File: config.mk
export PLATFORM = sky130hd
export DESIGN_NAME = gjfp_datapath
export DESIGN_NICKNAME = d
export VERILOG_FILES = /design/src/gauss_jordan_full_pivot_solve_macros.svh /design/src/gjfp_pkg.sv /design/src/gjfp_ram.sv /design/src/gjfp_datapath.sv
export SDC_FILE = /design/constraint.sdc
export NUM_CORES = 2
export LEC_CHECK = 0
export ABC_AREA = 1
export BUFFER_PORTS_ARGS = -buffer_cell sky130_fd_sc_hd__clkbuf_2
export CAP_MARGIN = 40
export CORE_MARGIN = 2
export CORE_UTILIZATION = 50
export DETAILED_ROUTE_END_ITERATION = 6
export MAX_ROUTING_LAYER = met4
export PLACE_DENSITY = 0.73
export SYNTH_ARGS = -nofsm -noshare
export SYNTH_HDL_FRONTEND = slang
export SYNTH_HIERARCHICAL = 1
export SYNTH_SLANG_ARGS = --single-unit
export TNS_END_PERCENT = 10
File: constraint.sdc
create_clock -name clock -period 10.3 [get_ports clock]
set_input_delay 1.545 -clock clock [delete_from_list [all_inputs] [get_ports clock]]
set_output_delay 1.545 -clock clock [all_outputs]
set_load 0.01 [all_outputs]
File: src/gauss_jordan_full_pivot_solve_macros.svh
// assertion macros for the solver rtl, included by the sequencer
// expects signals named clock and reset in the including scope
`ifndef GAUSS_JORDAN_FULL_PIVOT_SOLVE_MACROS_SVH
`define GAUSS_JORDAN_FULL_PIVOT_SOLVE_MACROS_SVH

// same-cycle implication, masked during reset
`define GJFP_ASSERT_IMP(lbl, a, b) \
   lbl: assert property (@(posedge clock) disable iff (reset) (a) |-> (b)) \
      else $error("implication check failed");

// next-cycle implication, masked during reset
`define GJFP_ASSERT_NEXT(lbl, a, b) \
   lbl: assert property (@(posedge clock) disable iff (reset) (a) |=> (b)) \
      else $error("next-cycle check failed");

`endif

File: src/gjfp_pkg.sv
// shared types, codes and saturation helper for the gauss-jordan solver
// no dependencies
`timescale 1ns / 1ps

package gjfp_pkg;

   localparam int WORD_W     = 32;
   localparam int REQ_DATA_W = 40;
   localparam int RSP_DATA_W = 40;

   localparam logic [1:0] OP_WRITE_A = 2'd0;
   localparam logic [1:0] OP_WRITE_B = 2'd1;
   localparam logic [1:0] OP_RUN     = 2'd2;

   localparam logic [1:0] ST_OK       = 2'd0;
   localparam logic [1:0] ST_SINGULAR = 2'd1;
   localparam logic [1:0] ST_SAT      = 2'd2;

   localparam logic CSR_SIZE = 1'b0;
   localparam logic CSR_RHS  = 1'b1;

   typedef enum logic [2:0] {
      WSRC_LOAD,
      WSRC_RDATA,
      WSRC_HOLD,
      WSRC_ONE,
      WSRC_ZERO,
      WSRC_CLAMP,
      WSRC_DIFF
   } wsrc_type;

   typedef struct packed {
      logic     re;
      logic     we;
      wsrc_type wsrc;
      logic     hold_load;
      logic     f_load;
      logic     prod_load;
      logic     mul_f;
      logic     clamp_load;
      logic     big_clear;
      logic     cmp_en;
      logic     div_start;
      logic     sat_clear;
   } cmd_type;

   typedef struct packed {
      logic better;
      logic rd_zero;
      logic div_done;
      logic sat;
   } stat_type;

   typedef struct packed {
      logic              sat;
      logic [WORD_W-1:0] value;
   } clamp_type;

   function automatic clamp_type clamp_word(input logic signed [65:0] v);
      clamp_type r;
      if (v > 66'sd2147483647) begin
         r.sat   = 1'b1;
         r.value = 32'h7FFF_FFFF;
      end else if (v < -66'sd2147483648) begin
         r.sat   = 1'b1;
         r.value = 32'h8000_0000;
      end else begin
         r.sat   = 1'b0;
         r.value = v[WORD_W-1:0];
      end
      return r;
   endfunction

endpackage

File: src/gjfp_ram.sv
// generic single-write, single-read ram with registered read data
// no dependencies
`timescale 1ns / 1ps

module gjfp_ram #(
   parameter int WIDTH = 32,
   parameter int DEPTH = 32
) (
   input  logic                     clock,
   input  logic                     we,
   input  logic [$clog2(DEPTH)-1:0] waddr,
   input  logic [WIDTH-1:0]         wdata,
   input  logic                     re,
   input  logic [$clog2(DEPTH)-1:0] raddr,
   output logic [WIDTH-1:0]         rdata
);

   logic [WIDTH-1:0] mem_ff [DEPTH];
   logic [WIDTH-1:0] rdata_ff;

   always_ff @(posedge clock) begin
      if (we) begin
         mem_ff[waddr] <= wdata;
      end
      if (re) begin
         rdata_ff <= mem_ff[raddr];
      end
   end

   assign rdata = rdata_ff;

endmodule

File: src/gjfp_datapath.sv
// element store, multiplier, saturation, pivot compare and reciprocal divider
// depends on gjfp_pkg and gjfp_ram
`timescale 1ns / 1ps

module gjfp_datapath #(
   parameter int FRAC_BITS = 16,
   parameter int AW        = 5
) (
   input  logic                        clock,
   input  logic                        reset,
   input  gjfp_pkg::cmd_type           cmd,
   input  logic [AW-1:0]               waddr,
   input  logic [AW-1:0]               raddr,
   input  logic [gjfp_pkg::WORD_W-1:0] load_data,
   output logic [gjfp_pkg::WORD_W-1:0] rd_data,
   output gjfp_pkg::stat_type          stat
);

   localparam int NBITS = 2 * FRAC_BITS + 1;
   localparam int CNTW  = $clog2(NBITS + 1);

   logic [31:0]        wdata;
   logic signed [31:0] f_ff, inv_ff;
   logic [31:0]        hold_ff, clamp_ff;
   logic signed [63:0] prod_ff;
   logic [32:0]        big_ff;
   logic               sat_ff;
   logic               busy_ff, neg_ff;
   logic [CNTW-1:0]    cnt_ff;
   logic [31:0]        d_ff, rem_ff;
   logic [NBITS-1:0]   q_ff;

   logic [32:0]           mag;
   logic signed [63:0]    shifted;
   logic signed [32:0]    diff;
   gjfp_pkg::clamp_type   mul_cl, diff_cl, div_cl;
   logic [32:0]           rem_sh, rem_in;
   logic                  ge, div_fin;
   logic signed [65:0]    qx, qs;

   gjfp_ram #(.WIDTH(32), .DEPTH(2 ** AW)) u_store (
      .clock (clock),
      .we    (cmd.we),
      .waddr (waddr),
      .wdata (wdata),
      .re    (cmd.re),
      .raddr (raddr),
      .rdata (rd_data)
   );

   assign mag     = rd_data[31] ? (33'd0 - {1'b1, rd_data}) : {1'b0, rd_data};
   assign shifted = prod_ff >>> FRAC_BITS;
   assign mul_cl  = gjfp_pkg::clamp_word(66'(shifted));
   assign diff    = $signed({rd_data[31], rd_data}) - $signed({clamp_ff[31], clamp_ff});
   assign diff_cl = gjfp_pkg::clamp_word(66'(diff));

   // restoring divide of one shifted left by twice the fraction width
   assign rem_sh  = {rem_ff, (cnt_ff == '0)};
   assign ge      = rem_sh >= {1'b0, d_ff};
   assign rem_in  = ge ? (rem_sh - {1'b0, d_ff}) : rem_sh;
   assign div_fin = busy_ff && (cnt_ff == CNTW'(NBITS));
   assign qx      = $signed(66'(q_ff));
   assign qs      = neg_ff ? (66'sd0 - qx - $signed({65'd0, (rem_ff != 32'd0)})) : qx;
   assign div_cl  = gjfp_pkg::clamp_word(qs);

   always_comb begin
      case (cmd.wsrc)
         gjfp_pkg::WSRC_LOAD:  wdata = load_data;
         gjfp_pkg::WSRC_RDATA: wdata = rd_data;
         gjfp_pkg::WSRC_HOLD:  wdata = hold_ff;
         gjfp_pkg::WSRC_ONE:   wdata = 32'd1 << FRAC_BITS;
         gjfp_pkg::WSRC_CLAMP: wdata = clamp_ff;
         gjfp_pkg::WSRC_DIFF:  wdata = diff_cl.value;
         default:              wdata = '0;
      endcase
   end

   always_ff @(posedge clock) begin
      if (cmd.hold_load) begin
         hold_ff <= rd_data;
      end
      if (cmd.f_load) begin
         f_ff <= $signed(rd_data);
      end
      if (cmd.prod_load) begin
         prod_ff <= $signed(rd_data) * (cmd.mul_f ? f_ff : inv_ff);
      end
      if (cmd.clamp_load) begin
         clamp_ff <= mul_cl.value;
      end
      if (cmd.big_clear) begin
         big_ff <= '0;
      end else if (cmd.cmp_en && (mag >= big_ff)) begin
         big_ff <= mag;
      end
      if (cmd.div_start) begin
         neg_ff <= rd_data[31];
         d_ff   <= rd_data[31] ? (~rd_data + 32'd1) : rd_data;
         rem_ff <= '0;
         q_ff   <= '0;
      end else if (busy_ff && !div_fin) begin
         rem_ff <= rem_in[31:0];
         q_ff   <= {q_ff[NBITS-2:0], ge};
      end
      if (div_fin) begin
         inv_ff <= $signed(div_cl.value);
      end
   end

   always_ff @(posedge clock) begin
      if (reset) begin
         busy_ff <= 1'b0;
         cnt_ff  <= '0;
         sat_ff  <= 1'b0;
      end else begin
         if (cmd.div_start) begin
            busy_ff <= 1'b1;
            cnt_ff  <= '0;
         end else if (div_fin) begin
            busy_ff <= 1'b0;
         end else if (busy_ff) begin
            cnt_ff <= cnt_ff + 1'b1;
         end
         if (cmd.sat_clear) begin
            sat_ff <= 1'b0;
         end else if ((cmd.clamp_load && mul_cl.sat) || (div_fin && div_cl.sat) ||
                      (cmd.we && (cmd.wsrc == gjfp_pkg::WSRC_DIFF) && diff_cl.sat)) begin
            sat_ff <= 1'b1;
         end
      end
   end

   assign stat.better   = mag >= big_ff;
   assign stat.rd_zero  = (rd_data == 32'd0);
   assign stat.div_done = div_fin;
   assign stat.sat      = sat_ff;

endmodule

# Yosys cells after proc, flatten, opt, wreduce, memory -nomap -nowiden
# Memory sizes are Yosys's and may differ from the RTL's. A register that Yosys moved wholly into a read port is not among the register bits.
# Index checks and enable logic that the tools add are counted.
# op_classes
mux,16
addsub,7
n_bitwise,2
n_reduce_logical,18
n_eq_ne,6
magnitude_cmp,8
mul,1
# op_table
cell,count
33-bit two-way mux,7
32-bit case mux with 6 select lines,1
66-bit by 32-bit greater-than comparator with 1-bit output (second input constant),1
66-bit by 32-bit less-than comparator with 1-bit output (second input constant),1
66-bit two-way mux,1
32-bit by 64-bit multiplier with 64-bit output,1
64-bit two-way mux,1
48-bit by 32-bit greater-than comparator with 1-bit output (second input constant),1
48-bit by 32-bit less-than comparator with 1-bit output (second input constant),1
34-bit by 2-bit subtractor with 35-bit output,1
1-bit by 33-bit subtractor with 34-bit output (first input constant),1
33-bit by 32-bit greater-or-equal comparator with 1-bit output,1
33-bit greater-or-equal comparator,1
33-bit by 32-bit greater-than comparator with 1-bit output (second input constant),1
33-bit by 32-bit less-than comparator with 1-bit output (second input constant),1
1-bit by 33-bit subtractor with 33-bit output (first input constant),1
32-bit by 32-bit subtractor with 33-bit output,1
32-bit by 1-bit adder with 32-bit output (second input constant),1
32-bit zero test,1
32-bit two-way mux,1
32-bit NOT,1
32-bit nonzero test,1
32-bit subtractor,1
31-bit two-way mux,1
15 further kinds,28
# word_totals
wordCells,73
mem_bits_rw,1024
mem_count,1
input_bits,58
reg_bits,331
output_inout_bits,36
# memory_table
memory,words,width,read_ports,rd_ports_with_merged_regs,write_ports,line_no,rtl
u_store.mem_ff,32,32,1,1,1,gjfp_ram.sv:18,logic [WIDTH-1:0] mem_ff [DEPTH];

# Logic depth before layout (Yosys ltp)
# logic_depth
ltp_word,9
ltp_mapped,37
depth_no_buf,34

# Cells and area by module
# Netlist, hierarchy kept.
# by_module_without_submodules
mod,seq_area_each_um2,cells_per_inst,area_per_inst_um2,instances
gjfp_datapath,8398.1,6692,55575.8,1
gjfp_ram,31710.4,3536,42726.0,1

# Worst setup path before layout
# Ideal clock, no wire load.
# synth_timing
path_kind,input to register
start,in cmd[5] (netlist bit)
end,reg prod_ff[62] (data pin)
required_ns,10.035
slack_ns,0.793
path_buffers,3
t_arrival_ns,9.242
setup_time_ns,0.265
path_stages,27
cell_sequence,inv_2 -> clkbuf_1 -> or2_2 -> nand2_1 -> clkbuf_1 -> buf_1 -> nor2_1 -> fa_1 -> fa_1 -> fa_1 -> fa_1 -> inv_1 -> fa_1 -> inv_1 -> fa_1 -> inv_1 -> fa_1 -> fa_1 -> inv_1 -> ha_1 -> a21oi_1 -> o21ai_0 -> a21oi_1 -> o21ai_0 -> a2111oi_0 -> o21ai_0 -> xor2_1
# synth_between
elab_chain_cells,2
# synth_rtl
item,line_no,rtl
start: declaration,gjfp_datapath.sv:11,"input gjfp_pkg::cmd_type cmd,"
64-bit two-way mux,gjfp_datapath.sv:86,prod_ff <= $signed(rd_data) * (cmd.mul_f ? f_ff : inv_ff);
32-bit by 64-bit multiplier with 64-bit output,gjfp_datapath.sv:86,
end signal: assignment,gjfp_datapath.sv:86,
end: declaration,gjfp_datapath.sv:25,logic signed [63:0] prod_ff;
# No other way between the ends.
# A chain may end at the register's enable or synchronous reset.

# Worst setup path after layout
# layout_timing
start,in cmd[5] (netlist bit)
end,reg prod_ff[35] (data pin)
# Same word-level chain as after synthesis.

==> metrics.log <==
INFO  metric layout-drive-gt1-share = 7.73%
INFO  metric slowest_stage = sky130_fd_sc_hd__fa_1
INFO  metric drc_errors = 9
INFO  metric cts_sinks = 1371
INFO  metric yosysTopAreaCellShare = about two fifths
INFO  metric final.setup.tns = 0 ns
INFO  metric compound_gate_portion_of_the_synthesized_area = 4.12%
INFO  metric htree_num_levels = 4
INFO  metric critical_path.reg2reg.startpoint = u_store/rdata[1]
INFO  metric min_period = between 9 and 10 ns
INFO  metric io_buffers = 93
INFO  metric hold_ws = roughly 0.45 ns
INFO  metric clock_tree.buffer_depth = 3
INFO  metric synth.area.mux_share = 0%
INFO  metric setup_viol = 0
INFO  metric layout_common_cells = sky130_fd_sc_hd__nand2_1, sky130_fd_sc_hd__inv_1, sky130_fd_sc_hd__edfxtp_1, sky130_fd_sc_hd__fa_1, sky130_fd_sc_hd__nand3_1
INFO  metric vias_per_cell = 5.74
INFO  metric clk_pin_slew = 0.06 ns
INFO  metric starting_density_of_the_core = 50.4%
INFO  metric setup.worst_path.start_class = input port
INFO  metric critical_path.max_stage_delay = 0.69 ns
INFO  metric criticalPathCategory = input port to flip-flop
INFO  metric drt-pass1-iter-count = 7
INFO  metric ff2ff_setup_slack = 1.30 ns
INFO  metric synthArstFlopShare = 0%
INFO  metric cts_buffers = 141
INFO  metric hp-start = big_ff[32]
INFO  metric antenna_found_initial = 11
INFO  metric first_global_vias = 75600
INFO  metric worst_hold_path.num_cells = 2
INFO  metric reg_to_reg_critical_path_endpoint = prod_ff[61]
INFO  metric postSynth.topFlopCell = sky130_fd_sc_hd__edfxtp_1
INFO  metric chipHeight = 447 microns
INFO  metric failed_checks = DRC
INFO  metric global_route.overflow_total = 0
INFO  metric yosysSeqAreaShare = 40.8%
INFO  metric core_region_area = 195000 sq um
INFO  metric synth_edf_count = 1265
INFO  metric cts_setup_buffers = 0
INFO  metric yosys.area_share.xor_xnor = 1.51%
INFO  metric fp.dieW = ~450 microns
INFO  metric finalWirelength = between 300000 and 400000 microns
INFO  metric number_of_hold_violations_in_the_final_report = 0
INFO  metric postRouteAntennaNets = 0
INFO  metric final_wtd_congestion = 1.07
INFO  metric tritoncts = done
INFO  metric holdPathEnd = big_ff[32]
INFO  metric fin_skew = 0.0566 ns
INFO  metric cts_hold_repair.buffers = 0
INFO  metric status = complete, but fails checks
INFO  metric post_synth_and_or_nand_nor_area_fraction = a little under a fifth
INFO  metric syn_area_per_cell = 9.61 sq um
INFO  metric grtUsageTotal = about a third
INFO  metric mappedNetlistNets = 11700
INFO  metric fin_max_slew_vios = 0
INFO  metric synth_top_area_cell = sky130_fd_sc_hd__edfxtp_1
INFO  metric relative_slew_slack = 15.1%
INFO  metric post_synth_main_area_contributors = sky130_fd_sc_hd__edfxtp_1, sky130_fd_sc_hd__fa_1, sky130_fd_sc_hd__nand2_1
INFO  metric clkLatencyLatePin = 0.81 ns
INFO  metric drt-initial-drc-count = 8642
INFO  metric worst-slew-pin-transition = about 1.3 ns
INFO  metric grt_max_degree = 215
INFO  metric dr_total_vias = between 70000 and 80000
INFO  metric die_area = approximately 200000 sq um
INFO  metric num_io_pins = 94
INFO  metric postSynthRegisterBits = 1371
INFO  metric rsz0062_at_grt = false
INFO  metric synth.yosys.warnings = 6
INFO  metric combinational_family_with_the_most_area_after_synthesis = adder cells
INFO  metric first_pass_grt_wire_length = 489000 microns
INFO  metric timing.max_cap.violations = 0
INFO  metric timing.critical_path.to_type = flip-flop
INFO  metric postSynthCellCount = 10200
INFO  metric min_path_type = flip-flop to flip-flop
INFO  metric detail_route.wl_per_cell = 25.1 microns
INFO  metric number_of_cells_upsized_or_downsized_after_cts = 0
INFO  metric r2r.worst_path.cells = 27
INFO  metric final_min_period_over_clock_period = between 90% and 100%
INFO  metric synth_area = 98300 sq um
INFO  metric place.detailed.hpwl = 230000 microns
INFO  metric crit_arrival = 10.04 ns
INFO  metric yosys.area_share.adder = between 20 and 30%
INFO  metric rows = 162
INFO  metric maximum_frequency_from_static_timing_analysis = 0.106 GHz
INFO  metric yosys.cell_types.count = 61
INFO  metric worstPathRequired = between 10 and 15 ns
INFO  metric critPathMaxFanout = 19
INFO  metric num-nets-final = 11800
INFO  metric layout.cells.most_common = sky130_fd_sc_hd__nand2_1
INFO  metric area_growth = 9.57%
INFO  metric cts-root-buf = sky130_fd_sc_hd__clkbuf_16
-- cells by family (layout without fill, tap and decap cells) --
family	count (synthesis)	in the layout
buffers and inverters	2106	2318
XOR/XNOR	170	170
other	1	13
flip-flops	1371	1371
AO/OA/AOI/OAI	686	686
adder cells (fa/ha/maj)	1368	1368
AND/OR/NAND/NOR	4526	4526
-- worst max-delay path, delay by kind of cell --
kind / cells / cell delay, ns
buf+inv: 12 / 1.60
fa+ha+maj: 9 / 4.78
simple gates: 4 / 0.45
xor+xnor: 1 / 0.30
compound gates: 7 / 1.37
-- per-layer routing --
layer	wire [microns]	track usage, %	up-vias
li1	-	-	32700
met1	121000	43.1	37100
met2	150000	52.3	4340
met3	34700	6.90	1019
met4	22400	19.0	0
met5	0	-	-
-- layout make-up --
class	count	area [sq um]
sequential	1371	40100
clock inverter	81	1040
multi-input combinational	6751	49800
timing repair buffer	428	3580
tap	2624	3280
clock buffer	177	3680
antenna	12	30.0
inverter	1632	6150
fill	16800	87500
-- registers in the layout, indices dropped and copies added, names as in the netlist --
name and flops:
big_ff 33, busy_ff 1, clamp_ff 32, cnt_ff 6
d_ff 32, f_ff 32, hold_ff 32, inv_ff 32
neg_ff 1, prod_ff 48, q_ff 33, rem_ff 32
sat_ff 1, u_store/mem_ff 1024, u_store/rdata 32
-- per-stage QoR --
stage          setup WS [ns]  area [sq um]  utilization (%)  cells
2_1_floorplan          0.793         98300                -  10200
3_3_place_gp           0.255        102000             52.4  12800
3_5_place_dp           0.261        103000             52.7  12800
4_1_cts                 1.03        108000             55.2  13100
5_1_grt                0.636        108000             55.2  13100
6_report               0.858        108000             55.2  13100
-- worst max-delay path by stage --
stage	startpoint	to	slack, ns	cells past startpoint
detailed placement	cmd[5]	prod_ff[61]	0.26	34
CTS	cmd[5]	prod_ff[61]	1.03	34
floorplan	cmd[5]	prod_ff[62]	0.79	27
finish	cmd[5]	prod_ff[35]	0.86	33
global placement	cmd[5]	prod_ff[56]	0.25	29
global route	cmd[5]	prod_ff[61]	0.64	34
-- Yosys cell counts, drive strengths merged (21+ instances only) --
master  count
xnor2      68
xor2      102
buf       222
nand4      52
nand2    2543
a311oi     29
o211ai     59
o22ai      80
ha        285
nor2      915
a21oi     216
or2        67
nand3     882
a31oi      21
fa       1083
edfxtp   1265
inv      1612
nor3       40
dfxtp     106
o21ai     209
clkbuf    252
Power is not shown: default switching activity piles up to over one toggle a cycle in this logic, so the estimate is an artifact.
