**config.mk**
```make
export PLATFORM = sky130hd
export DESIGN_NAME = gjfp_ctrl
export DESIGN_NICKNAME = d
export VERILOG_FILES = /design/src/gjfp_pkg.sv /design/src/gjfp_ctrl.sv
export VERILOG_INCLUDE_DIRS = /design/src /design/src/src
export SDC_FILE = /design/constraint.sdc
export NUM_CORES = 1
export LEC_CHECK = 0
export ABC_AREA = 1
export ABC_CLOCK_PERIOD_IN_PS = 5360
export BUFFER_PORTS_ARGS = -buffer_cell sky130_fd_sc_hd__buf_2
export CAP_MARGIN = 15
export CELL_PAD_IN_SITES_DETAIL_PLACEMENT = 1
export CELL_PAD_IN_SITES_GLOBAL_PLACEMENT = 2
export CORE_ASPECT_RATIO = 1.1
export CORE_UTILIZATION = 31
export DETAILED_ROUTE_END_ITERATION = 10
export PLACE_DENSITY = 0.87
export SYNTH_ARGS = -nofsm -noshare
export SYNTH_HDL_FRONTEND = slang
export SYNTH_SLANG_ARGS = --single-unit
```
**constraint.sdc**
```tcl
create_clock -name clock -period 5.36 [get_ports clock]
set_input_delay 0.268 -clock clock [delete_from_list [all_inputs] [get_ports clock]]
set_output_delay 0.268 -clock clock [all_outputs]
set_load 0.01 [all_outputs]
```
**src/gauss_jordan_full_pivot_solve_macros.svh**
```systemverilog
// assertion macros for the solver rtl, included by the sequencer
// expects signals named clock and reset in the including scope
`ifndef GAUSS_JORDAN_FULL_PIVOT_SOLVE_MACROS_SVH
`define GAUSS_JORDAN_FULL_PIVOT_SOLVE_MACROS_SVH

// same-cycle implication, masked during reset
`define GJFP_ASSERT_IMP(lbl, a, b) \
   lbl: assert property (@(posedge clock) disable iff (reset) (a) |-> (b)) \
      else $error("implication check failed");

// next-cycle implication, masked during reset
`define GJFP_ASSERT_NEXT(lbl, a, b) \
   lbl: assert property (@(posedge clock) disable iff (reset) (a) |=> (b)) \
      else $error("next-cycle check failed");

`endif

```
**src/gjfp_pkg.sv**
```systemverilog
// shared types, codes and saturation helper for the gauss-jordan solver
// no dependencies
`timescale 1ns / 1ps

package gjfp_pkg;

   localparam int WORD_W     = 32;
   localparam int REQ_DATA_W = 40;
   localparam int RSP_DATA_W = 40;

   localparam logic [1:0] OP_WRITE_A = 2'd0;
   localparam logic [1:0] OP_WRITE_B = 2'd1;
   localparam logic [1:0] OP_RUN     = 2'd2;

   localparam logic [1:0] ST_OK       = 2'd0;
   localparam logic [1:0] ST_SINGULAR = 2'd1;
   localparam logic [1:0] ST_SAT      = 2'd2;

   localparam logic CSR_SIZE = 1'b0;
   localparam logic CSR_RHS  = 1'b1;

   typedef enum logic [2:0] {
      WSRC_LOAD,
      WSRC_RDATA,
      WSRC_HOLD,
      WSRC_ONE,
      WSRC_ZERO,
      WSRC_CLAMP,
      WSRC_DIFF
   } wsrc_type;

   typedef struct packed {
      logic     re;
      logic     we;
      wsrc_type wsrc;
      logic     hold_load;
      logic     f_load;
      logic     prod_load;
      logic     mul_f;
      logic     clamp_load;
      logic     big_clear;
      logic     cmp_en;
      logic     div_start;
      logic     sat_clear;
   } cmd_type;

   typedef struct packed {
      logic better;
      logic rd_zero;
      logic div_done;
      logic sat;
   } stat_type;

   typedef struct packed {
      logic              sat;
      logic [WORD_W-1:0] value;
   } clamp_type;

   function automatic clamp_type clamp_word(input logic signed [65:0] v);
      clamp_type r;
      if (v > 66'sd2147483647) begin
         r.sat   = 1'b1;
         r.value = 32'h7FFF_FFFF;
      end else if (v < -66'sd2147483648) begin
         r.sat   = 1'b1;
         r.value = 32'h8000_0000;
      end else begin
         r.sat   = 1'b0;
         r.value = v[WORD_W-1:0];
      end
      return r;
   endfunction

endpackage

```
**src/gjfp_ctrl.sv**
```systemverilog
// sequencer: loads, pivot search, swaps, scaling, elimination, unswap, result beats
// depends on gjfp_pkg and the assertion macro header
`timescale 1ns / 1ps
`include "gauss_jordan_full_pivot_solve_macros.svh"

module gjfp_ctrl #(
   parameter int MAX_ORDER = 4,
   parameter int MAX_RHS   = 4,
   parameter int AW        = 5
) (
   input  logic                            clock,
   input  logic                            reset,
   input  logic                            req_tvalid,
   output logic                            req_tready,
   input  logic [gjfp_pkg::REQ_DATA_W-1:0] req_tdata,
   input  logic [1:0]                      req_tuser,
   output logic                            rsp_tvalid,
   input  logic                            rsp_tready,
   output logic [gjfp_pkg::RSP_DATA_W-1:0] rsp_tdata,
   output logic [2:0]                      rsp_tuser,
   output logic                            rsp_tlast,
   input  logic                            csr_valid,
   output logic                            csr_ready,
   input  logic [0:0]                      csr_index,
   input  logic [2:0]                      csr_data,
   output gjfp_pkg::cmd_type               cmd,
   output logic [AW-1:0]                   waddr,
   output logic [AW-1:0]                   raddr,
   output logic [gjfp_pkg::WORD_W-1:0]     load_data,
   input  logic [gjfp_pkg::WORD_W-1:0]     rd_data,
   input  gjfp_pkg::stat_type              stat
);

   localparam int COLS = MAX_ORDER + MAX_RHS;
   localparam int IW   = $clog2(MAX_ORDER);
   localparam int CW   = $clog2(COLS);
   localparam int NW   = $clog2(MAX_ORDER + 1);
   localparam int MW   = $clog2(MAX_RHS + 1);
   localparam int XW   = NW + CW + MW + 2;

   typedef enum logic [4:0] {
      S_IDLE, S_SRCH_INIT, S_SRCH_RD, S_SRCH_CMP, S_MARK,
      S_SW_RD0, S_SW_RD1, S_SW_WR0, S_SW_WR1,
      S_PIV_RD, S_PIV_CHK, S_DIV,
      S_SC_RD, S_SC_MUL, S_SC_CLP, S_SC_WR,
      S_EL_FRD, S_EL_F, S_EL_RD, S_EL_MUL, S_EL_CLP, S_EL_WR,
      S_UN_CHK, S_UN_NEXT,
      S_OUT_RD, S_OUT_LD, S_OUT_HOLD, S_SING_HOLD
   } state_type;

   state_type           state_ff;
   logic [2:0]          size_ff, rhs_ff;
   logic [NW-1:0]       n_ff, iter_ff, rowc_ff, kc_ff;
   logic [MW-1:0]       m_ff;
   logic [CW-1:0]       colc_ff;
   logic [IW-1:0]       prow_ff, pcol_ff;
   logic [MAX_ORDER-1:0] used_ff;
   logic [IW-1:0]       row_log_ff [MAX_ORDER];
   logic [IW-1:0]       col_log_ff [MAX_ORDER];
   logic                unsw_ff, phase_ff;
   logic                rsp_valid_ff, rsp_which_ff, rsp_last_ff;
   logic [1:0]          rsp_row_ff, rsp_col_ff, rsp_status_ff;
   logic [31:0]         rsp_value_ff;

   logic [1:0]    op, ld_row, ld_col;
   logic          req_fire, ld_ok_a, ld_ok_b;
   logic [AW-1:0] ld_addr, sw_a0, sw_a1;
   logic [IW-1:0] lr, lc;
   logic [NW-1:0] n_eff;
   logic [MW-1:0] m_eff;
   logic          col_ok, col_last, rowc_last, kc_last, iter_last, eligible;
   logic          srch_adv, el_adv, out_colend, out_last;

   function automatic logic [AW-1:0] adr(input logic [IW-1:0] r, input logic [CW-1:0] c);
      return {r, c};
   endfunction

   assign op       = req_tuser;
   assign ld_row   = req_tdata[1:0];
   assign ld_col   = req_tdata[3:2];
   assign req_fire = req_tvalid && req_tready;
   assign ld_ok_a  = (op == gjfp_pkg::OP_WRITE_A) && (XW'(ld_row) < XW'(MAX_ORDER)) &&
                     (XW'(ld_col) < XW'(MAX_ORDER));
   assign ld_ok_b  = (op == gjfp_pkg::OP_WRITE_B) && (XW'(ld_row) < XW'(MAX_ORDER)) &&
                     (XW'(ld_col) < XW'(MAX_RHS));
   assign ld_addr  = adr(IW'(ld_row), ld_ok_b ? (CW'(MAX_ORDER) + CW'(ld_col)) : CW'(ld_col));
   assign load_data = req_tdata[35:4];

   assign n_eff = (size_ff == 3'd0) ? NW'(1) :
                  (XW'(size_ff) > XW'(MAX_ORDER)) ? NW'(MAX_ORDER) : NW'(size_ff);
   assign m_eff = (XW'(rhs_ff) > XW'(MAX_RHS)) ? MW'(MAX_RHS) : MW'(rhs_ff);

   assign lr = row_log_ff[iter_ff[IW-1:0]];
   assign lc = col_log_ff[iter_ff[IW-1:0]];

   // columns of A up to n, then the m live columns of B
   assign col_ok    = (XW'(colc_ff) < XW'(n_ff)) ||
                      ((XW'(colc_ff) >= XW'(MAX_ORDER)) &&
                       (XW'(colc_ff) < XW'(MAX_ORDER) + XW'(m_ff)));
   assign col_last  = (colc_ff == CW'(COLS - 1));
   assign rowc_last = (rowc_ff == n_ff - NW'(1));
   assign kc_last   = (kc_ff == n_ff - NW'(1));
   assign iter_last = (iter_ff == n_ff - NW'(1));
   assign eligible  = !used_ff[rowc_ff[IW-1:0]] && !used_ff[kc_ff[IW-1:0]];

   assign sw_a0 = unsw_ff ? adr(rowc_ff[IW-1:0], CW'(lr)) : adr(prow_ff, colc_ff);
   assign sw_a1 = unsw_ff ? adr(rowc_ff[IW-1:0], CW'(lc)) : adr(pcol_ff, colc_ff);

   assign srch_adv = ((state_ff == S_SRCH_RD) && !eligible) || (state_ff == S_SRCH_CMP);
   assign el_adv   = ((state_ff == S_EL_FRD) && (rowc_ff[IW-1:0] == pcol_ff)) ||
                     ((state_ff == S_EL_RD) && !col_ok && col_last) ||
                     ((state_ff == S_EL_WR) && col_last);

   assign out_colend = phase_ff ? (XW'(colc_ff) + XW'(1) == XW'(MAX_ORDER) + XW'(m_ff)) :
                                  (XW'(colc_ff) + XW'(1) == XW'(n_ff));
   assign out_last   = out_colend && rowc_last && (phase_ff || (m_ff == '0));

   always_comb begin
      cmd   = '0;
      waddr = '0;
      raddr = '0;
      unique case (state_ff)
         S_IDLE: begin
            if (req_fire && (ld_ok_a || ld_ok_b)) begin
               cmd.we   = 1'b1;
               cmd.wsrc = gjfp_pkg::WSRC_LOAD;
               waddr    = ld_addr;
            end
            cmd.sat_clear = req_fire && (op == gjfp_pkg::OP_RUN);
         end
         S_SRCH_INIT: cmd.big_clear = 1'b1;
         S_SRCH_RD: begin
            cmd.re = eligible;
            raddr  = adr(rowc_ff[IW-1:0], CW'(kc_ff));
         end
         S_SRCH_CMP: cmd.cmp_en = 1'b1;
         S_SW_RD0: begin
            cmd.re = unsw_ff || col_ok;
            raddr  = sw_a0;
         end
         S_SW_RD1: begin
            cmd.re        = 1'b1;
            cmd.hold_load = 1'b1;
            raddr         = sw_a1;
         end
         S_SW_WR0: begin
            cmd.we   = 1'b1;
            cmd.wsrc = gjfp_pkg::WSRC_RDATA;
            waddr    = sw_a0;
         end
         S_SW_WR1: begin
            cmd.we   = 1'b1;
            cmd.wsrc = gjfp_pkg::WSRC_HOLD;
            waddr    = sw_a1;
         end
         S_PIV_RD: begin
            cmd.re = 1'b1;
            raddr  = adr(pcol_ff, CW'(pcol_ff));
         end
         S_PIV_CHK: begin
            if (!stat.rd_zero) begin
               cmd.div_start = 1'b1;
               cmd.we        = 1'b1;
               cmd.wsrc      = gjfp_pkg::WSRC_ONE;
               waddr         = adr(pcol_ff, CW'(pcol_ff));
            end
         end
         S_SC_RD: begin
            cmd.re = col_ok;
            raddr  = adr(pcol_ff, colc_ff);
         end
         S_SC_MUL: cmd.prod_load = 1'b1;
         S_SC_CLP, S_EL_CLP: cmd.clamp_load = 1'b1;
         S_SC_WR: begin
            cmd.we   = 1'b1;
            cmd.wsrc = gjfp_pkg::WSRC_CLAMP;
            waddr    = adr(pcol_ff, colc_ff);
         end
         S_EL_FRD: begin
            cmd.re = (rowc_ff[IW-1:0] != pcol_ff);
            raddr  = adr(rowc_ff[IW-1:0], CW'(pcol_ff));
         end
         S_EL_F: begin
            cmd.f_load = 1'b1;
            cmd.we     = 1'b1;
            cmd.wsrc   = gjfp_pkg::WSRC_ZERO;
            waddr      = adr(rowc_ff[IW-1:0], CW'(pcol_ff));
         end
         S_EL_RD: begin
            cmd.re = col_ok;
            raddr  = adr(pcol_ff, colc_ff);
         end
         S_EL_MUL: begin
            cmd.prod_load = 1'b1;
            cmd.mul_f     = 1'b1;
            cmd.re        = 1'b1;
            raddr         = adr(rowc_ff[IW-1:0], colc_ff);
         end
         S_EL_WR: begin
            cmd.we   = 1'b1;
            cmd.wsrc = gjfp_pkg::WSRC_DIFF;
            waddr    = adr(rowc_ff[IW-1:0], colc_ff);
         end
         S_OUT_RD: begin
            cmd.re = 1'b1;
            raddr  = adr(rowc_ff[IW-1:0], colc_ff);
         end
         default: cmd = '0;
      endcase
   end

   always_ff @(posedge clock) begin
      if (reset) begin
         state_ff     <= S_IDLE;
         rsp_valid_ff <= 1'b0;
         used_ff      <= '0;
         size_ff      <= 3'd4;
         rhs_ff       <= 3'd1;
      end else begin
         if (csr_valid) begin
            unique case (csr_index)
               gjfp_pkg::CSR_SIZE: size_ff <= csr_data;
               gjfp_pkg::CSR_RHS:  rhs_ff  <= csr_data;
               default:            size_ff <= size_ff;
            endcase
         end
         unique case (state_ff)
            S_IDLE: begin
               if (req_fire && (op == gjfp_pkg::OP_RUN)) begin
                  n_ff     <= n_eff;
                  m_ff     <= m_eff;
                  used_ff  <= '0;
                  iter_ff  <= '0;
                  state_ff <= S_SRCH_INIT;
               end
            end
            S_SRCH_INIT: begin
               rowc_ff  <= '0;
               kc_ff    <= '0;
               prow_ff  <= '0;
               pcol_ff  <= '0;
               state_ff <= S_SRCH_RD;
            end
            S_SRCH_RD: begin
               if (eligible) state_ff <= S_SRCH_CMP;
            end
            S_SRCH_CMP: begin
               // later elements win ties
               if (stat.better) begin
                  prow_ff <= rowc_ff[IW-1:0];
                  pcol_ff <= kc_ff[IW-1:0];
               end
            end
            S_MARK: begin
               used_ff[pcol_ff]            <= 1'b1;
               row_log_ff[iter_ff[IW-1:0]] <= prow_ff;
               col_log_ff[iter_ff[IW-1:0]] <= pcol_ff;
               colc_ff                     <= '0;
               unsw_ff                     <= 1'b0;
               state_ff <= (prow_ff != pcol_ff) ? S_SW_RD0 : S_PIV_RD;
            end
            S_SW_RD0: begin
               if (!unsw_ff && !col_ok) begin
                  if (col_last) state_ff <= S_PIV_RD;
                  else colc_ff <= colc_ff + 1'b1;
               end else begin
                  state_ff <= S_SW_RD1;
               end
            end
            S_SW_RD1: state_ff <= S_SW_WR0;
            S_SW_WR0: state_ff <= S_SW_WR1;
            S_SW_WR1: begin
               if (unsw_ff) begin
                  if (rowc_last) begin
                     state_ff <= S_UN_NEXT;
                  end else begin
                     rowc_ff  <= rowc_ff + 1'b1;
                     state_ff <= S_SW_RD0;
                  end
               end else if (col_last) begin
                  state_ff <= S_PIV_RD;
               end else begin
                  colc_ff  <= colc_ff + 1'b1;
                  state_ff <= S_SW_RD0;
               end
            end
            S_PIV_RD: state_ff <= S_PIV_CHK;
            S_PIV_CHK: begin
               if (stat.rd_zero) begin
                  rsp_valid_ff  <= 1'b1;
                  rsp_which_ff  <= 1'b0;
                  rsp_row_ff    <= '0;
                  rsp_col_ff    <= '0;
                  rsp_value_ff  <= '0;
                  rsp_status_ff <= gjfp_pkg::ST_SINGULAR;
                  rsp_last_ff   <= 1'b1;
                  state_ff      <= S_SING_HOLD;
               end else begin
                  state_ff <= S_DIV;
               end
            end
            S_DIV: begin
               if (stat.div_done) begin
                  colc_ff  <= '0;
                  state_ff <= S_SC_RD;
               end
            end
            S_SC_RD: begin
               if (!col_ok) begin
                  if (col_last) begin
                     rowc_ff  <= '0;
                     state_ff <= S_EL_FRD;
                  end else begin
                     colc_ff <= colc_ff + 1'b1;
                  end
               end else begin
                  state_ff <= S_SC_MUL;
               end
            end
            S_SC_MUL: state_ff <= S_SC_CLP;
            S_SC_CLP: state_ff <= S_SC_WR;
            S_SC_WR: begin
               if (col_last) begin
                  rowc_ff  <= '0;
                  state_ff <= S_EL_FRD;
               end else begin
                  colc_ff  <= colc_ff + 1'b1;
                  state_ff <= S_SC_RD;
               end
            end
            S_EL_FRD: begin
               if (rowc_ff[IW-1:0] != pcol_ff) state_ff <= S_EL_F;
            end
            S_EL_F: begin
               colc_ff  <= '0;
               state_ff <= S_EL_RD;
            end
            S_EL_RD: begin
               if (!col_ok) colc_ff <= colc_ff + 1'b1;
               else state_ff <= S_EL_MUL;
            end
            S_EL_MUL: state_ff <= S_EL_CLP;
            S_EL_CLP: state_ff <= S_EL_WR;
            S_EL_WR: begin
               colc_ff <= colc_ff + 1'b1;
               if (!col_last) state_ff <= S_EL_RD;
            end
            S_UN_CHK: begin
               if (lr != lc) begin
                  unsw_ff  <= 1'b1;
                  rowc_ff  <= '0;
                  state_ff <= S_SW_RD0;
               end else begin
                  state_ff <= S_UN_NEXT;
               end
            end
            S_UN_NEXT: begin
               if (iter_ff == '0) begin
                  rowc_ff  <= '0;
                  colc_ff  <= '0;
                  phase_ff <= 1'b0;
                  state_ff <= S_OUT_RD;
               end else begin
                  iter_ff  <= iter_ff - 1'b1;
                  state_ff <= S_UN_CHK;
               end
            end
            S_OUT_RD: state_ff <= S_OUT_LD;
            S_OUT_LD: begin
               rsp_valid_ff  <= 1'b1;
               rsp_which_ff  <= phase_ff;
               rsp_row_ff    <= 2'(rowc_ff);
               rsp_col_ff    <= phase_ff ? 2'(colc_ff - CW'(MAX_ORDER)) : 2'(colc_ff);
               rsp_value_ff  <= rd_data;
               rsp_status_ff <= stat.sat ? gjfp_pkg::ST_SAT : gjfp_pkg::ST_OK;
               rsp_last_ff   <= out_last;
               state_ff      <= S_OUT_HOLD;
            end
            S_OUT_HOLD: begin
               if (rsp_tready) begin
                  rsp_valid_ff <= 1'b0;
                  if (out_last) begin
                     state_ff <= S_IDLE;
                  end else begin
                     state_ff <= S_OUT_RD;
                     if (out_colend) begin
                        if (rowc_last) begin
                           phase_ff <= 1'b1;
                           rowc_ff  <= '0;
                           colc_ff  <= CW'(MAX_ORDER);
                        end else begin
                           rowc_ff <= rowc_ff + 1'b1;
                           colc_ff <= phase_ff ? CW'(MAX_ORDER) : '0;
                        end
                     end else begin
                        colc_ff <= colc_ff + 1'b1;
                     end
                  end
               end
            end
            S_SING_HOLD: begin
               if (rsp_tready) begin
                  rsp_valid_ff <= 1'b0;
                  state_ff     <= S_IDLE;
               end
            end
            default: state_ff <= S_IDLE;
         endcase

         // row-major walk over the live square for the pivot search
         if (srch_adv) begin
            if (kc_last) begin
               kc_ff <= '0;
               if (rowc_last) begin
                  state_ff <= S_MARK;
               end else begin
                  rowc_ff  <= rowc_ff + 1'b1;
                  state_ff <= S_SRCH_RD;
               end
            end else begin
               kc_ff    <= kc_ff + 1'b1;
               state_ff <= S_SRCH_RD;
            end
         end

         // next row to clear, or next pivot step, or on to the column unswap
         if (el_adv) begin
            if (rowc_last) begin
               if (iter_last) begin
                  state_ff <= S_UN_CHK;
               end else begin
                  iter_ff  <= iter_ff + 1'b1;
                  state_ff <= S_SRCH_INIT;
               end
            end else begin
               rowc_ff  <= rowc_ff + 1'b1;
               state_ff <= S_EL_FRD;
            end
         end
      end
   end

   assign req_tready = (state_ff == S_IDLE);
   assign csr_ready  = 1'b1;
   assign rsp_tvalid = rsp_valid_ff;
   assign rsp_tdata  = {4'd0, rsp_value_ff, rsp_col_ff, rsp_row_ff};
   assign rsp_tuser  = {rsp_status_ff, rsp_which_ff};
   assign rsp_tlast  = rsp_last_ff;

   `GJFP_ASSERT_IMP(a_rsp_blocks_req, rsp_valid_ff, !req_tready)
   `GJFP_ASSERT_IMP(a_div_done_in_div, stat.div_done, state_ff == S_DIV)
   `GJFP_ASSERT_NEXT(a_mark_sets_used, state_ff == S_MARK, used_ff[pcol_ff] == 1'b1)

endmodule

```
Yosys cells after proc, flatten, opt, wreduce, memory -nomap -nowiden
Memory sizes are Yosys's and may differ from the RTL's. A register that Yosys moved wholly into a read port is not among the register bits.
Cells that the tools add are included.
{"block": "word_totals", "mem_bits_ro": 0, "register_bits": 80, "mem_count": 2, "ram_bits": 16, "output_inout_bits": 103, "latchBits": 0, "input_bits": 87, "wordCells": 299}
{"block": "op_classes", "shifts": 0, "mul": 0, "magnitude_cmp": 9, "muxes": 129, "n_reduce_logical": 59, "n_addsub": 10, "n_div": 0, "eq_ne": 65, "bitwise_logic": 3}
{"name": "col_log_ff", "words": 4, "width": 2, "read_ports": 1, "rd_clocked_by_memory_dff": 1, "write_ports": 1, "line_no": "gjfp_ctrl.sv:59", "rtl": "logic [IW-1:0] col_log_ff [MAX_ORDER];"}
{"name": "row_log_ff", "words": 4, "width": 2, "read_ports": 1, "rd_clocked_by_memory_dff": 1, "write_ports": 1, "line_no": "gjfp_ctrl.sv:58", "rtl": "logic [IW-1:0] row_log_ff [MAX_ORDER];"}
{"op": "$pmux W5 S28", "count": 1}
{"op": "$mux W5", "count": 27}
{"op": "$mux W3", "count": 38}
{"op": "$pmux W5 S7", "count": 2}
{"op": "$pmux W32 S2", "count": 1}
{"op": "$eq A5 B5 Y1 const B", "count": 12}
{"op": "$eq A5 B4 Y1 const B", "count": 8}
{"op": "$mux W32", "count": 1}
{"op": "$pmux W3 S10", "count": 1}
{"op": "$pmux W4 S7", "count": 1}
{"op": "$mux W1", "count": 26}
{"op": "$ne A2 B2 Y1 const B", "count": 13}
{"op": "$mux W4", "count": 6}
{"op": "$ne A4 B4 Y1 const B", "count": 6}
{"op": "$pmux W3 S7", "count": 1}
{"op": "$eq A5 B3 Y1 const B", "count": 4}
{"op": "$pmux W2 S2", "count": 5}
{"op": "$mux W2", "count": 8}
{"op": "$reduce_and A3 Y1", "count": 5}
{"op": "$logic_and A1 B1 Y1", "count": 14}
{"op": "$reduce_or A2 Y1", "count": 7}
{"op": "$add A3 B1 Y3 const B", "count": 4}
{"op": "$reduce_bool A2 Y1", "count": 6}
{"op": "$eq A11 B4 Y1", "count": 1}
{"op": "46 further kinds", "count": 77}

Longest topological paths before layout
Gate-level depths: netlist of run 1.
{"block": "depth", "depth_word": 13, "depth_mapped": 17}

Worst setup path after synthesis of run 1
Ideal clock, no wire load.
{"block": "synth_path", "path_kind": "flip-flop to flip-flop", "startpoint": "register state_ff[4]", "endpoint": "register rsp_col_ff[0], enable pin", "path_buffers": 1, "t_arrival_ns": 2.763, "path_slack_ns": 2.160, "stages_incl_launch_ff": 7, "path_cell_list": "dfxtp_1 > buf_2 > nor3_2 > nand2_1 > inv_1 > a21oi_1 > nor2_1"}
{"block": "synth_between", "elab_chain_len": 3, "elab_cells_between_ends": 5}
{"element": "start: declaration", "line_no": "gjfp_ctrl.sv:51", "rtl": "state_type state_ff;"}
{"element": "start signal: assignment", "line_no": "gjfp_ctrl.sv:260", "rtl": "state_ff <= (prow_ff != pcol_ff) ? S_SW_RD0 : S_PIV_RD;"}
{"element": "$eq A5 B4 Y1 or $eq A5 B5 Y1 (tied branches)", "line_no": "gjfp_ctrl.sv:227", "rtl": "unique case (state_ff)"}
{"element": "$ne A2 B2 Y1 (no line) or $reduce_bool A2 Y1 (tied branches)"}
{"element": "$reduce_and A3 Y1 (no line) *"}
{"element": "end signal: assignment", "line_no": "gjfp_ctrl.sv:373", "rtl": "rsp_col_ff <= phase_ff ? 2'(colc_ff - CW'(MAX_ORDER)) : 2'(colc_ff);"}
{"element": "end: declaration", "line_no": "gjfp_ctrl.sv:62", "rtl": "logic [1:0] rsp_row_ff, rsp_col_ff, rsp_status_ff;"}
Mark *: on every way between the ends. The rest lies on a longest branch, timed or not.
A chain may end at the register's enable or synchronous reset.

Worst setup path after layout of run 1
{"block": "layout_path", "startpoint": "register n_ff[0]", "endpoint": "register rowc_ff[0] (data pin)"}
{"block": "layout_between", "elab_chain_len": 12, "elab_cells_between_ends": 27}
{"element": "start: declaration", "line_no": "gjfp_ctrl.sv:53", "rtl": "logic [NW-1:0] n_ff, iter_ff, rowc_ff, kc_ff;"}
{"element": "start signal: assignment", "line_no": "gjfp_ctrl.sv:230", "rtl": "n_ff <= n_eff;"}
{"element": "$sub A3 B1 Y3 or $eq A4 B3 Y1 (tied branches)", "line_no": "gjfp_ctrl.sv:101, gjfp_ctrl.sv:102, gjfp_ctrl.sv:115"}
{"element": "$eq A3 B3 Y1 or $mux W1 (tied branches)", "line_no": "gjfp_ctrl.sv:101, gjfp_ctrl.sv:114"}
{"element": "$mux W3 or $logic_and A1 B1 Y1 (tied branches)", "line_no": "gjfp_ctrl.sv:387, gjfp_ctrl.sv:116"}
{"element": "$mux W3 or $logic_and A1 B1 Y1 (tied branches)", "line_no": "gjfp_ctrl.sv:386, gjfp_ctrl.sv:116"}
{"element": "$mux W3", "line_no": "gjfp_ctrl.sv:382", "rtl": "if (out_last) begin"}
{"element": "$mux W3", "line_no": "gjfp_ctrl.sv:380", "rtl": "if (rsp_tready) begin"}
{"element": "$pmux W3 S7", "line_no": "gjfp_ctrl.sv:227"}
{"element": "$mux W3", "line_no": "gjfp_ctrl.sv:414", "rtl": "if (rowc_last) begin"}
{"element": "$mux W3", "line_no": "gjfp_ctrl.sv:412", "rtl": "if (kc_last) begin"}
{"element": "$mux W3", "line_no": "gjfp_ctrl.sv:411", "rtl": "if (srch_adv) begin"}
{"element": "$mux W3", "line_no": "gjfp_ctrl.sv:428", "rtl": "if (rowc_last) begin"}
{"element": "$mux W3 *", "line_no": "gjfp_ctrl.sv:427", "rtl": "if (el_adv) begin"}
{"element": "end signal: assignment", "line_no": "gjfp_ctrl.sv:392", "rtl": "rowc_ff <= rowc_ff + 1'b1;"}
{"element": "end signal: assignment", "line_no": "gjfp_ctrl.sv:417", "rtl": "rowc_ff <= rowc_ff + 1'b1;"}
{"element": "end signal: assignment", "line_no": "gjfp_ctrl.sv:436", "rtl": "rowc_ff <= rowc_ff + 1'b1;"}
{"element": "end: declaration", "line_no": "gjfp_ctrl.sv:53"}
Marks and branches as above.

==> flow_summary.toml, run 1 <==
[status]
status = "finished clean"

[sta]
max_freq_mhz = 341
finalHoldViolCount = 0
rsz0062_at_grt = "false"
clock_skew_ns = 0.0126
slew_viol_final = 0
fin_crit_sh = 0.548
fin_setup_tns_ns = 0
post-route-min-period_ns = 2.94
slew_headroom = 0.513
finalSetupViolations = 0
worst_pin_slew_ns = 0.724
worst_slack_ns = 2.42

[layout]
final_cells = 1257
layout_common_cells = "nand2_1 (212), inv_1 (144), buf_2 (116), nor2_1 (110), edfxtp_1 (80)"
finalNetCount = 1072
fillers = 2595
insertedDiodeCount = 0
layout-drive-gt1-share = 0.184
final_common_cell = "nand2_1"
area_growth_pct = 14.2
post-route-util = 0.363

[global_route]
grt_max_degree = 43
grt_first_pass_wirelength_um = 33700
grt_pass1_vias = 6056
gr-total-overflow = 0
track_usage = 0.203
antenna_found_initial = 0

[clock_tree]
cts_made_buffers = 9
clkTransAtPathRegs_ns = 0.08
clock-sinks = 98
cts-resized-gates = 0
clock_path_buffers = 2
cts_tree = "done"
holdBufCountCts = 0
htreeDepth = 3
cts_root_buf = "clkbuf_16"
clk_latency_ns = 0.36
cts_setup_buffers = 0

[place]
hpwl_um = 17200
dp_slack_ns = 2.37
dp.cells = 1240
place_congestion = 0.878
numPortBuffers = 116

[yosys]
synth_compound_area_frac = 0.0952
synth.ff_latch_count = 98
synthAdderAreaFrac = 0.0342
avgSynthCellArea_um2 = 7.42
yosys_warnings = 0
yosys.area_share.simple = 0.297
synth_seq_area_share = 0.420
synthCells = 887
synth_edf_count = 80
synth-async-reset-ratio = 0
synthFlopType = "edfxtp_1"
netlist_area_mm2 = 0.00659
synth.distinct_cells = 52
synthXorXnorAreaFrac = 0.00665
muxShareOfSynthArea = 0
synth_top_family_by_area = "simple AND/OR/NAND/NOR gates"

[run]
max_cap_violations = 0

[worst_hold_path]
min_path_type = "input pin to flip-flop"
worst_hold_path.endpoint = "size_ff[2]"
whs_path_depth = 3
hp-start = "csr_data[2]"

[pwr]
p_sw_mw = 1.30
p_leak_nw = 3.81
p_int_mw = 1.62
pwr_density_cell_mw_per_mm2 = 387
swShare = 0.445
power_frac_comb = 0.412
seqPwrFrac = 0.357
clockPowerShare = 0.231
vdd_drop_max_mv = 0.156

[worst_setup_path]
required_ns = 5.48
timing.rr.end = "rowc_ff[0]"
ff2ff_path_depth = 13
r2r-start = "n_ff[0]"
worstPathMaxFanout = 9
cp_data_arrival_time_ns = 3.06
reg2reg_slack_ns = 2.42
path_class = "flip-flop to flip-flop"
start_kind = "flip-flop"
crit_path_end_kind = "flip-flop"

[floorplanning]
core_area_mm2 = 0.0207
die_w_um = 141
num_rows = 55
fp.dieArea_mm2 = 0.0218
die_y_um = 155
io_pins = 190
initial_utilization = 0.318

[routing]
num_vias = 6112
vias_per_cell = 4.86
routed_wl_um = 21800
drt_iter0_markers = 476
ant_nets = 0
drcViolationCount = 0
wl_per_cell_um = 17.3
firstDrtPassIters = 4
==> flip-flops by register name (all words and copies together), names as in the netlist, 2 cells and up, named ones only <==
signal,flops
col_log_ff,8
rhs_ff,3
iter_ff,3
kc_ff,3
rowc_ff,3
pcol_ff,2
prow_ff,2
rsp_row_ff,2
used_ff,4
m_ff,3
state_ff,5
size_ff,3
rsp_col_ff,2
row_log_ff,8
rsp_value_ff,32
rsp_status_ff,2
colc_ff,3
n_ff,3
==> logic make-up after synthesis <==
logic type	count (synthesis)
other	2
adders and majority gates	18
xor gates and xnor gates	5
DFF	98
and+or+nand+nor	442
buffers and inverters	214
AOI/OAI and AO/OA	108
==> through the flow <==
stage / hold WS [ns] / total power, mW / cell area (um2)
after global placement: 0.458 / 2.23 / 7200
after CTS: 0.144 / 2.92 / 7500
after global routing: 0.166 / 3.10 / 7520
after floorplan: 0.398 / 1.86 / 6600
final: 0.149 / 2.91 / 7520
after detailed placement: 0.471 / 2.24 / 7200
==> power by group through the flow <==
stage	clock network (mW)	registers (mW)	logic, mW
finish	0.674	1.04	1.20
global route	0.716	1.05	1.33
CTS	0.685	1.04	1.19
detailed placement	0	1.06	1.18
global placement	0	1.05	1.18
floorplan	0	0.969	0.890
==> worst max-delay path, stage by stage, from the launching register on <==
cell and delay (ns):
edfxtp_1 0.51, inv_1 0.16, ha_1 0.40, inv_1 0.08, nand2_1 0.07, nand2_1 0.06, nor2_1 0.17, nand2_1 0.27
ha_1 0.40, a21oi_1 0.07, o21ai_0 0.24, nand2_1 0.11, nor2_1 0.10, a21oi_1 0.07
==> cell usage after synthesis (10+ instances only) <==
cell / n / share of area
dfxtp_1: 18 / 0.055
inv_2: 16 / 0.0091
o21ai_1: 10 / 0.0076
nand3_1: 59 / 0.045
edfxtp_1: 80 / 0.36
buf_4: 39 / 0.044
nand2_1: 212 / 0.12
ha_1: 18 / 0.034
o21ai_0: 31 / 0.024
nor2_1: 111 / 0.063
nand4_1: 19 / 0.018
a21oi_1: 40 / 0.030
inv_1: 144 / 0.082
==> per-layer routing <==
layer | up-vias | share of wire | track usage
li1 | 2975 | - | -
met1 | 2932 | 0.46 | 0.270
met5 | - | 0 | 0
met4 | 0 | 0.015 | 0.0569
met2 | 182 | 0.47 | 0.344
met3 | 23 | 0.050 | 0.0280
==> cell type report <==
| class | count | area [um2] | share of cell area |
|---|---|---|---|
| Tap cell | 285 | 357 | 0.0474 |
| Inverter | 161 | 604 | 0.0804 |
| Timing Repair Buffer | 119 | 616 | 0.0819 |
| Clock buffer | 9 | 225 | 0.0300 |
| Clock inverter | 7 | 76.3 | 0.0102 |
| Sequential cell | 98 | 2760 | 0.368 |
| Multi-Input combinational cell | 578 | 2880 | 0.383 |
==> worst max path at each step <==
stage / startpoint / end / slack, ns / cells after the start
floorplan: state_ff[4] / rsp_col_ff[0] / 2.16 / 6
global placement: state_ff[4] / rsp_value_ff[2] / 2.44 / 7
detailed placement: state_ff[3] / rsp_value_ff[3] / 2.37 / 7
CTS: state_ff[4] / rsp_value_ff[25] / 2.36 / 7
global route: n_ff[0] / rowc_ff[0] / 2.28 / 13
finish: n_ff[0] / rowc_ff[0] / 2.42 / 13
Note: power is estimated with default switching activity, not from simulation.
==> run 2, diff against run 1 <==
- ABC_CLOCK_PERIOD_IN_PS: 5360 -> 2500
- CORE_UTILIZATION: 31 -> 26
- PLACE_DENSITY: 0.87 -> 0.78
- clock period: 5.36 -> 2.5 ns (I/O delays scaled with it)
==> run 2 against run 1 <==
Sequential share of layout area fell by 2.1 points; clock skew shrank 0.0030 ns; count of clock-buffer cells in the layout stayed put; hold slack got worse by 0.15 ns; utilization fell by 4.0 points; non-clock buffer count grew 48.
==> flow_summary.toml, run 2 (synthesized netlist as in run 1, its figures left out) <==
[status]
status = "finished clean"

[pwr]
p_sw_mw = 2.87
power_frac_comb = 0.458
pwr_density_cell_mw_per_mm2 = 824
vdd_drop_max_mv = 0.336
clockPowerShare = 0.219
swShare = 0.436
p_leak_nw = 4.05
p_int_mw = 3.71
seqPwrFrac = 0.324

[worst_hold_path]
whs_path_depth = 3
min_path_type = "input pin to flip-flop"

[place]
dp_slack_ns = 0.115
numPortBuffers = 116
place_congestion = 0.893
dp.cells = 1308
hpwl_um = 18400

[worst_setup_path]
required_ns = 2.38
crit_start = "state_ff[0]"
start_kind = "flip-flop"
worstPathMaxFanout = 7
ff2ff_path_depth = 13
reg2reg_slack_ns = 0.18
worstSetupEndpoint = "raddr[0]"
r2r-start = "colc_ff[1]"
path_class = "flip-flop to output port"
timing.rr.end = "colc_ff[2]"
cp_data_arrival_time_ns = 2.22
crit_path_end_kind = "output port"

[sta]
fin_crit_sh = 0.940
clock_skew_ns = 0.00954
slew_viol_final = 0
finalHoldViolCount = 0
fin_setup_tns_ns = 0
rsz0062_at_grt = "false"
post-route-min-period_ns = 2.35
worst_pin_slew_ns = 0.537
slew_headroom = 0.642
max_freq_mhz = 426
worst_slack_ns = 0.151
finalSetupViolations = 0

[global_route]
grt_first_pass_wirelength_um = 34900
antenna_found_initial = 0
track_usage = 0.177
grt_max_degree = 41
gr-total-overflow = 0
grt_pass1_vias = 6162

[routing]
vias_per_cell = 4.69
wl_per_cell_um = 17.2
num_vias = 6238
ant_nets = 0
drt_iter0_markers = 377
drcViolationCount = 0
firstDrtPassIters = 4
routed_wl_um = 22800

[layout]
regMostFlops = "rsp_value_ff"
area_growth_pct = 21.2
layout-drive-gt1-share = 0.241
largest_reg_flops = 32
final_cells = 1330
finalNetCount = 1120
layout_common_cells = "nand2_1 (208), inv_1 (144), buf_2 (116), nor2_1 (106), edfxtp_1 (80)"
post-route-util = 0.323
insertedDiodeCount = 0
final_common_cell = "nand2_1"

[floorplanning]
io_pins = 190
die_y_um = 169
die_w_um = 154
core_area_mm2 = 0.0247
initial_utilization = 0.267
num_rows = 60
fp.dieArea_mm2 = 0.0260

[clock_tree]
htreeDepth = 3
cts_root_buf = "clkbuf_16"
clock_path_buffers = 2
clk_latency_ns = 0.36
clkTransAtPathRegs_ns = 0.08
clock-sinks = 98
cts_made_buffers = 9
cts_tree = "done"
holdBufCountCts = 0

[run]
max_cap_violations = 0
-- run 2: layout make-up --
type | count | area [um2]
clock buffers | 9 | 225
clock inverters | 7 | 81.3
fillers | 3099 | 16700
inverters | 161 | 604
multi-input cells | 578 | 2940
flip-flops and latches | 98 | 2770
well taps | 310 | 388
repair buffers | 167 | 976
-- run 2: metal layers --
layer  global-route usage  wire [um]
met5                    0          0
met4               0.0539        378
met3               0.0269        985
met2                0.295      10800
met1                0.235      10700
-- run 2: what timing repair did --
item | CTS | global route
pin swaps | 0 | 3
resized for setup | 4 | 18
endpoints found under the setup margin | 3 | 19
setup buffers | 0 | 6
-- run 2: per-stage QoR --
| step | total power, mW | hold slack, ns | instance area [um2] |
|---|---|---|---|
| 2_1_floorplan | 3.99 | 0.255 | 6600 |
| 3_3_place_gp | 5.03 | 0.250 | 7560 |
| 3_5_place_dp | 5.05 | 0.250 | 7560 |
| 4_1_cts | 6.52 | 0.000143 | 7880 |
| 5_1_grt | 7.01 | 0.00402 | 7980 |
| 6_report | 6.58 | 0.00130 | 7980 |
-- run 2: worst max-delay path, cell delays in order (launching register included) --
cell	delay [ns]
dfxtp_2	0.46
nor2_2	0.09
nand2_2	0.15
nor2_2	0.07
buf_4	0.15
nor2_1	0.16
nand2_1	0.14
a221oi_2	0.28
o221ai_2	0.18
buf_2	0.18
-- run 2: power by group through the flow --
stage          registers (mW)  logic (mW)  clock network, mW
6_report                 2.13        3.01               1.44
5_1_grt                  2.15        3.32               1.53
4_1_cts                  2.14        2.90               1.48
3_5_place_dp             2.17        2.88                  0
3_3_place_gp             2.16        2.86                  0
2_1_floorplan            2.08        1.91                  0
-- run 2: worst min path at each step --
stage | start | endpoint | slack (ns)
6_report | csr_data[2] | size_ff[2] | 0.001
5_1_grt | csr_data[1] | size_ff[1] | 0.004
4_1_cts | csr_data[2] | size_ff[2] | 0.0001
3_5_place_dp | req_tdata[18] | load_data[14] | 0.25
3_3_place_gp | req_tdata[18] | load_data[14] | 0.25
2_1_floorplan | csr_data[2] | size_ff[2] | 0.26
==> run 3, diff against run 2 <==
==> constraint.sdc (replaced) <==
create_clock -name clock -period 2.5 [get_ports clock]
set_input_delay 0.5 -clock clock [delete_from_list [all_inputs] [get_ports clock]]
set_output_delay 0.5 -clock clock [all_outputs]
set_load 0.01 [all_outputs]
==> run 3 against run 2 <==
Clock skew up 0.0040 ns; count of clock-buffer cells in the layout unchanged; cell area up 6.0%; hold slack better by 0.37 ns; sequential cell count unchanged; routed wire length up 4.5%; combinational power up 12%; total power up 6.4%; sequential share of layout area down 1.8 points; clock power about the same; fmax down 4.5%.
==> flow_summary.toml, run 3 (synthesized netlist as in run 1, its figures left out) <==
[worst_setup_path]
cpPeakStageDelay_ns = 0.45
path_class = "flip-flop to output port"
crit_chain = "inv_2, nor2_4, nand2_2, nor2_4, inv_1, nand2_1, inv_1, o2111ai_1, buf_2"
crit_path_end_kind = "output port"
cp_data_arrival_time_ns = 1.96
start_kind = "flip-flop"
required_ns = 2.00
worstPathMaxFanout = 7
cpMaxStageDelayCell = "dfxtp_4"

[routing]
ant_nets = 0
vias_per_cell = 4.64
drcViolationCount = 0
firstDrtPassIters = 4
routed_wl_um = 23900
wl_per_cell_um = 17.5
drt_iter0_markers = 311
num_vias = 6340

[global_route]
antenna_found_initial = 0
track_usage = 0.183
grt_max_degree = 41
gr-total-overflow = 0
grt_first_pass_wirelength_um = 36400
grt_pass1_vias = 6478

[layout]
layout_common_cells = "nand2_1 (199), inv_1 (136), buf_2 (116), nor2_1 (101), buf_4 (83)"
regMostFlops = "rsp_value_ff"
insertedDiodeCount = 0
seq_area_mm2 = 0.00278
fillers = 3034
final_common_cell = "nand2_1"
largest_reg_flops = 32
area_growth_pct = 28.5
layout-drive-gt1-share = 0.300
multi_input_area_mm2 = 0.00313
finalNetCount = 1155
finish.instance_area_mm2 = 0.00846
final_cells = 1365

[sta]
finalSetupViolations = 0
clock_skew_ns = 0.0136
fin_setup_tns_ns = 0
fin_crit_sh = 0.984
post-route-min-period_ns = 2.46
finalHoldViolCount = 0
slew_viol_final = 0
rsz0062_at_grt = "true"
max_freq_mhz = 406

[pwr]
p_leak_nw = 4.27
pwr_density_cell_mw_per_mm2 = 827
finalPower_mw = 7.00
vdd_drop_max_mv = 0.285

[status]
status = "finished clean"

[place]
numPortBuffers = 116
hpwl_um = 18800
dpl-instance-area_mm2 = 0.00769
dp.cells = 1325
place_congestion = 0.918

[run]
max_cap_violations = 0

[clock_tree]
htreeDepth = 3
cts_tree = "done"
holdBufCountCts = 0
clock_path_buffers = 2
clkTransAtPathRegs_ns = 0.08
cts_root_buf = "clkbuf_16"
clock-sinks = 98
clk_latency_ns = 0.36
cts_made_buffers = 9

[floorplanning]
initial_utilization = 0.267
core_area_mm2 = 0.0247
die_y_um = 169
io_pins = 190
num_rows = 60
fp.dieArea_mm2 = 0.0260
die_w_um = 154

[worst_hold_path]
min_path_type = "input pin to flip-flop"
## run 3: layout make-up
class	instances	area share
Inverter	161	0.0733
Clock inverter	7	0.00961
Multi-Input combinational cell	578	0.369
Sequential cell	98	0.329
Clock buffer	9	0.0266
Timing Repair Buffer	202	0.147
Tap cell	310	0.0458
## run 3: power breakdown
part | switching [mW] | leakage [nW] | internal, mW | total [mW]
Combinational | 2.12 | 3.23 | 1.25 | 3.37
Clock | 0.752 | 0.149 | 0.714 | 1.47
Sequential | 0.208 | 0.898 | 1.96 | 2.16
## run 3: path summary, 6_finish.rpt
kind | cells after the start | slack [ns] | startpoint | end
max | 9 | 0.04 | state_ff[3] | waddr[4]
min | 3 | 0.38 | csr_data[2] | size_ff[2]
max reg2reg | 13 | 0.13 | colc_ff[1] | colc_ff[2]
min reg2reg | 2 | 0.48 | rhs_ff[0] | rhs_ff[0]
## run 3: routing by layer
metal,track usage,vias to the layer above,part of all wire
li1,-,3149,-
met1,0.241,3032,0.46
met2,0.312,135,0.48
met3,0.0256,24,0.045
met4,0.0543,0,0.016
met5,0,-,0
## run 3: what timing repair did
action,4_1_cts,5_1_grt
buffers inserted,13,11
endpoints found under the setup margin,18,18
pin swaps,6,13
resized for setup,30,58
## run 3: worst max-delay path, delay by kind of cell (launching register included)
family | cells | cell delay (ns)
DFF | 1 | 0.45
AOI/OAI and AO/OA | 1 | 0.22
buffers and inverters | 4 | 0.42
and+or+nand+nor | 4 | 0.51
## run 3: metrics by stage
| step | worst slack [ns] | utilization | hold WS (ns) |
|---|---|---|---|
| 4_1_cts | -0.0189 | 0.331 | 0.375 |
| 2_1_floorplan | 0.271 | - | 0.446 |
| 5_1_grt | -0.0593 | 0.343 | 0.392 |
| 3_5_place_dp | 0.0178 | 0.311 | 0.465 |
| 6_report | 0.0392 | 0.343 | 0.376 |
| 3_3_place_gp | 0.00343 | 0.311 | 0.458 |
